===== src/design/bis_pkg.sv =====
package bis_pkg;

   localparam int DEF_MAX_ROWS  = 512;
   localparam int DEF_MAX_COLS  = 512;
   localparam int DEF_FRAC_BITS = 8;

   localparam int STEP_W  = 24;
   localparam int SIZE_W  = 10;
   localparam int IDX_W   = 12;
   localparam int PIX_W   = 24;
   localparam int CSR_A_W = 2;
   localparam int POS_W   = IDX_W + STEP_W;

   localparam logic [CSR_A_W-1:0] CSR_ROWS     = 2'd0;
   localparam logic [CSR_A_W-1:0] CSR_COLS     = 2'd1;
   localparam logic [CSR_A_W-1:0] CSR_ROW_STEP = 2'd2;
   localparam logic [CSR_A_W-1:0] CSR_COL_STEP = 2'd3;

   localparam logic OP_WRITE   = 1'b0;
   localparam logic OP_REQUEST = 1'b1;

   // Pipeline control passed from the address stage to the blend stage.
   typedef struct packed {
      logic valid;
      logic odd_row;
      logic odd_col;
   } bis_ctl_type;

endpackage


===== src/design/bis_blend.sv =====
module bis_blend
   import bis_pkg::*;
#(
   parameter int FRAC_BITS = DEF_FRAC_BITS
) (
   input  logic                 clock,
   input  logic [FRAC_BITS-1:0] frac_a,
   input  logic [FRAC_BITS-1:0] frac_b,
   input  logic [PIX_W-1:0]     p00,
   input  logic [PIX_W-1:0]     p10,
   input  logic [PIX_W-1:0]     p01,
   input  logic [PIX_W-1:0]     p11,
   output logic [PIX_W-1:0]     pixel
);

   localparam int WW = 2*FRAC_BITS + 2;
   localparam int AW = WW + 10;
   localparam logic [FRAC_BITS:0] ONE = (FRAC_BITS+1)'(1) << FRAC_BITS;

   logic [WW-1:0] w00_ff, w10_ff, w01_ff, w11_ff;
   logic [PIX_W-1:0] q00_ff, q10_ff, q01_ff, q11_ff;
   logic [FRAC_BITS:0] na, nb;

   // Weight stage: four narrow products of the fractions.
   assign na = ONE - {1'b0, frac_a};
   assign nb = ONE - {1'b0, frac_b};

   always_ff @(posedge clock) begin
      w00_ff <= WW'(na * nb);
      w10_ff <= WW'(na * {1'b0, frac_b});
      w01_ff <= WW'({1'b0, frac_a} * nb);
      w11_ff <= WW'({1'b0, frac_a} * {1'b0, frac_b});
      q00_ff <= p00;
      q10_ff <= p10;
      q01_ff <= p01;
      q11_ff <= p11;
   end

   // Blend stage: per channel weighted sum, truncated.
   always_comb begin
      logic [AW-1:0] acc;
      pixel = '0;
      for (int ch = 0; ch < 3; ch++) begin
         acc = AW'(w00_ff * q00_ff[8*ch +: 8]) + AW'(w10_ff * q10_ff[8*ch +: 8])
             + AW'(w01_ff * q01_ff[8*ch +: 8]) + AW'(w11_ff * q11_ff[8*ch +: 8]);
         pixel[8*ch +: 8] = acc[2*FRAC_BITS +: 8];
      end
   end

endmodule


===== config.mk =====
export PLATFORM = sky130hd
export DESIGN_NAME = bis_blend
export DESIGN_NICKNAME = d
export VERILOG_FILES = /design/src/design/bis_pkg.sv /design/src/design/bis_blend.sv
export SDC_FILE = /design/constraint.sdc
export NUM_CORES = 2
export LEC_CHECK = 0
export ABC_AREA = 0
export ABC_CLOCK_PERIOD_IN_PS = 8690
export BUFFER_PORTS_ARGS = -buffer_cell sky130_fd_sc_hd__buf_2
export CAP_MARGIN = 5
export CORE_ASPECT_RATIO = 1.25
export CORE_UTILIZATION = 40
export CTS_CLUSTER_SIZE = 20
export DETAILED_ROUTE_END_ITERATION = 6
export SLEW_MARGIN = 20
export SYNTH_ARGS = -nofsm -noshare
export SYNTH_HDL_FRONTEND = slang
export SYNTH_SLANG_ARGS = --single-unit

===== constraint.sdc =====
create_clock -name clock -period 8.69 [get_ports clock]
set_clock_uncertainty 0.05 [all_clocks]
set_input_delay 0.4345 -clock clock [delete_from_list [all_inputs] [get_ports clock]]
set_output_delay 0.4345 -clock clock [all_outputs]
set_load 0.005 [all_outputs]

-- Yosys cells after proc, flatten, opt, wreduce, memory -nomap -nowiden
Cells that the tools add are included.
- register bits after elaboration: 164
- input bits: 113
- output and inout bits: 24
- $add $sub $neg: 11
- multiply operators: 16
- operator list (operator ; number):
    $add 24x24->24 ; 9
    $mul 17x8->24 ; 6
    $mul 16x8->24 ; 3
    $mul 18x8->24 ; 3
    $mul 9x9->18 ; 1
    $sub 9x8->9 const A ; 2
    $mul 8x9->17 ; 1
    $mul 9x8->17 ; 1
    $mul 8x8->16 ; 1

-- Depth between registers and ports, before layout
- word-level depth: 4
- depth in mapped cells: 27
- depth with buffers taken out: 25

-- Worst setup path after synthesis
No wires, ideal clock.
- path type: register -> output
- from: reg q00_ff[21]
- to: out pixel[22]
- data arrival time: 6.871 ns
- data required time: 8.206 ns
- path slack: 1.334 ns
- cell stages (with the launch flop): 24
- buffers on the path: 2
- cells stage by stage: dfxtp_1 > clkbuf_1 > clkbuf_1 > nand2_1 > fa_1 > inv_1 > fa_1 > fa_1 > inv_1 > fa_1 > inv_1 > fa_1 > fa_1 > fa_1 > fa_1 > ha_1 > a21o_1 > a21o_1 > or4_1 > a31oi_2 > o41ai_1 > a21o_1 > a21oi_2 > xnor2_1
- cells in the longest elaborated chain, start to end: 4
- RTL lines (element ; line ; RTL):
    start: declaration ; bis_blend.sv:21 ; logic [PIX_W-1:0] q00_ff, q10_ff, q01_ff, q11_ff;
    start signal: assignment ; bis_blend.sv:33 ; q00_ff <= p00;
    $mul 18x8->24 ; bis_blend.sv:44 ; acc = AW'(w00_ff * q00_ff[8*ch +: 8]) + AW'(w10_ff * q10_ff[8*ch +: 8])
    $add 24x24->24 ; bis_blend.sv:44 ;
    $add 24x24->24 (2 in series) ; bis_blend.sv:45 ; + AW'(w01_ff * q01_ff[8*ch +: 8]) + AW'(w11_ff * q11_ff[8*ch +: 8]);
    end: declaration ; bis_blend.sv:13 ; output logic [PIX_W-1:0] pixel
Every way passes these cells.

-- Worst setup path in the final report
- from: reg q11_ff[16]
- to: out pixel[17]
- cells in the longest elaborated chain, start to end: 2
- RTL lines (element ; line ; RTL):
    start: declaration ; bis_blend.sv:21 ;
    start signal: assignment ; bis_blend.sv:36 ; q11_ff <= p11;
    $mul 16x8->24 ; bis_blend.sv:45 ;
    $add 24x24->24 ; bis_blend.sv:45 ;
Every way passes these cells.

==> flow_summary.toml <==
[synthesis]
yosysTopAreaCellShare = 0.5182
synth_compound_area_frac = 0.01665
synth-simple-area-share = 0.1620
synthAdderAreaFrac = 0.6207
yosys_warnings = 0
ys_dominant_reg_cell = "dfxtp_1"
synth_cell_types = 48
syn_area_per_cell_um2 = 9.200
yosysTopAreaCell = "fa_1"
synth_top_cells_by_area = "fa_1 (52%), inv_1 (11%), ha_1 (10%)"
muxShareOfSynthArea = 0
synth_xor_area_frac = 0.02067
synthCells = 6723
ys_seq_elements = 161
synth_top_family_by_area = "adder cells"
synth-async-reset-ratio = 0
synth_nets = 8944
synth_edf_count = 0
syn_area_um2 = 61850
ys_seq_area_frac = 0.05211

[worst_setup_path]
critical_path_class = "register to output pin"
cp-endpoint = "pixel[17]"
cp_max_fo = 10
worst_ep_arrival_time_ns = 8.00
cp.required_ns = 8.21
endpoint_kind = "output pin"
startpoint = "q11_ff[16]"
start_kind = "register"

[cts]
numCtsBuffers = 17
cts.sinks = 161
root_buffer = "clkbuf_16"
clk_pin_slew_ns = 0.10
clockBufferDepth = 2
cts_max_level = 4
cts_tree = "done"

[timing]
finalHoldViolCount = 0
tightest_slew_ns = 1.170
setup_viol = 0
setup_tns_ns = 0
post-route-period-util = 0.9763
fmax_mhz = 117.9
rsz0062_at_grt = "false"
fin_crit_ns = 8.484
drv_slew = 0
slew-limit-headroom = 0.2144

[floorplan]
die-area_um2 = 156200
core_um2 = 153700
initial_core_util = 0.4024
rows = 161
die_h_um = 441.7
die_w_um = 353.7
io_pins = 137

[placed_design]
dp_hpwl_mm = 164.0
place.gp.congestion = 0.9620
io_buffers = 136

[global_route]
grt_pass1_wl_mm = 291.8
grt.overflow.total = 0
grt_max_degree = 42
antenna_found_initial = 14
track_usage = 0.2549
first_global_vias = 50085

[finish]
seq_area_um2 = 3299
area_growth_pct = 8.023
multi_input_area_um2 = 50890
fill_cells = 15145
drive_gt1_frac = 0.05710
nNetsFinal = 9022

[route]
drt_iter0_markers = 2312
vias = 44234
drt-vias-per-instance = 4.995
wirelength_mm = 192.9
route.detailed.drc = 0
final_antenna_net_count = 0
wl_per_cell_um = 21.78
drt-pass1-iter-count = 6

[hold_path]
min_path_type = "input port to register"

[flow_run]
cap_violations = 0

[outcome]
status = "finished clean"
critical path, cell delays in order, from the launching register on:
cell,delay [ns]
dfxtp_2,0.39
buf_4,0.20
and2_1,0.18
fa_1,0.52
fa_1,0.59
inv_1,0.07
fa_1,0.52
fa_1,0.51
inv_1,0.07
fa_2,0.64
fa_1,0.45
fa_1,0.51
fa_1,0.42
ha_1,0.32
a21o_1,0.16
a21o_1,0.19
or4_4,0.54
a31oi_4,0.23
buf_4,0.14
buf_4,0.09
nor3b_1,0.03
nor2_1,0.13
xnor2_1,0.29
buf_2,0.21
stage by stage:
stage	cell area [µm²]	setup slack [ns]	utilization	hold slack, ns	std cells
after floorplan	61850	1.334	-	0.4122	6723
after global placement	65060	0.5109	0.4233	0.4881	8720
after detailed placement	65070	0.4893	0.4234	0.4881	8720
after CTS	66620	0.001755	0.4334	0.02023	8846
after global routing	66800	0.001276	0.4346	0.02353	8851
final	66820	0.2062	0.4347	0.04080	8856
synthesized netlist by cell type, types with 4 or more instances:
library cell  instances
and2_1              859
nor2b_1               9
a31o_2                5
xor2_1               25
o41ai_1               6
nand2_1            1046
nand3_1              12
a21o_1               23
and4_1                4
ha_1                507
and3_1                8
o21a_1                8
nor2_1               55
nand2b_1              4
nor4_1                4
fa_1               1601
o21bai_1             10
nand4_1               8
nor3_1               24
dfxtp_1             161
xnor2_1             121
a21oi_1              49
a31oi_1               9
inv_1              1801
o21ai_0              19
or2_2                 4
clkbuf_1            305
flip-flops by register name, summed over array words and instances, names as in the netlist:
register,count
q01_ff,24
q10_ff,24
w00_ff,18
w10_ff,16
w11_ff,15
q00_ff,24
q11_ff,24
w01_ff,16
worst min path at each step:
stage | start | end | slack [ns] | depth (start not counted)
floorplan | p00[0] | q00_ff[0] | 0.41 | 0
global placement | p01[18] | q01_ff[18] | 0.49 | 1
detailed placement | p01[11] | q01_ff[11] | 0.49 | 1
CTS | p11[18] | q11_ff[18] | 0.02 | 1
global route | p11[18] | q11_ff[18] | 0.02 | 1
finish | p11[18] | q11_ff[18] | 0.04 | 1
cell usage in the layout (no fill, tap or decap), types with 17 or more instances in the layout:
master         count
a21o_1            23
a21oi_1           48
and2_1           859
buf_2            136
buf_4            121
clkbuf_16         17
dfxtp_1          102
dfxtp_2           58
dlygate4sd3_1     95
fa_1            1600
ha_1             507
inv_1           1801
nand2_1         1046
nor2_1            55
nor3_1            23
o21ai_0           19
xnor2_1          111
xor2_1            21
per-layer routing:
layer,track usage,wire (µm),up-vias
met5,0,43,-
met4,0.2116,18830,6
met3,0.02481,7725,562
met2,0.4737,104400,1390
met1,0.2544,61930,23173
li1,-,-,19103
kinds of logic (layout without fill, tap and decap cells):
kind of cell               after synthesis  in the layout
other                                    0              6
and+or+nand+nor                       2046           2046
buffers and inverters                 2106           2196
xor gates and xnor gates               146            146
AOI/OAI and AO/OA                      156            156
DFF                                    161            161
adders and majority gates             2108           2108
final cells by class:
| class | count | area share |
|---|---|---|
| Timing Repair Buffer | 364 | 0.04073 |
| Multi-Input combinational cell | 4456 | 0.7616 |
| Sequential cell | 161 | 0.04938 |
| Antenna cell | 6 | 0.0002247 |
| Clock buffer | 19 | 0.006479 |
| Clock inverter | 12 | 0.002228 |
| Tap cell | 2037 | 0.03815 |
| Inverter | 1801 | 0.1012 |
what timing repair did:
item                                   4_1_cts  5_1_grt
setup endpoints to repair                    6       13
endpoints found under the hold margin       95        0
gates resized for setup                      8       64
setup buffers                                0        4
pin swaps                                    0        3
hold buffers                                95        0
Power is left out: the tool's default activity adds up to more than one toggle a clock period on the data nets, which glitch-free logic cannot reach.
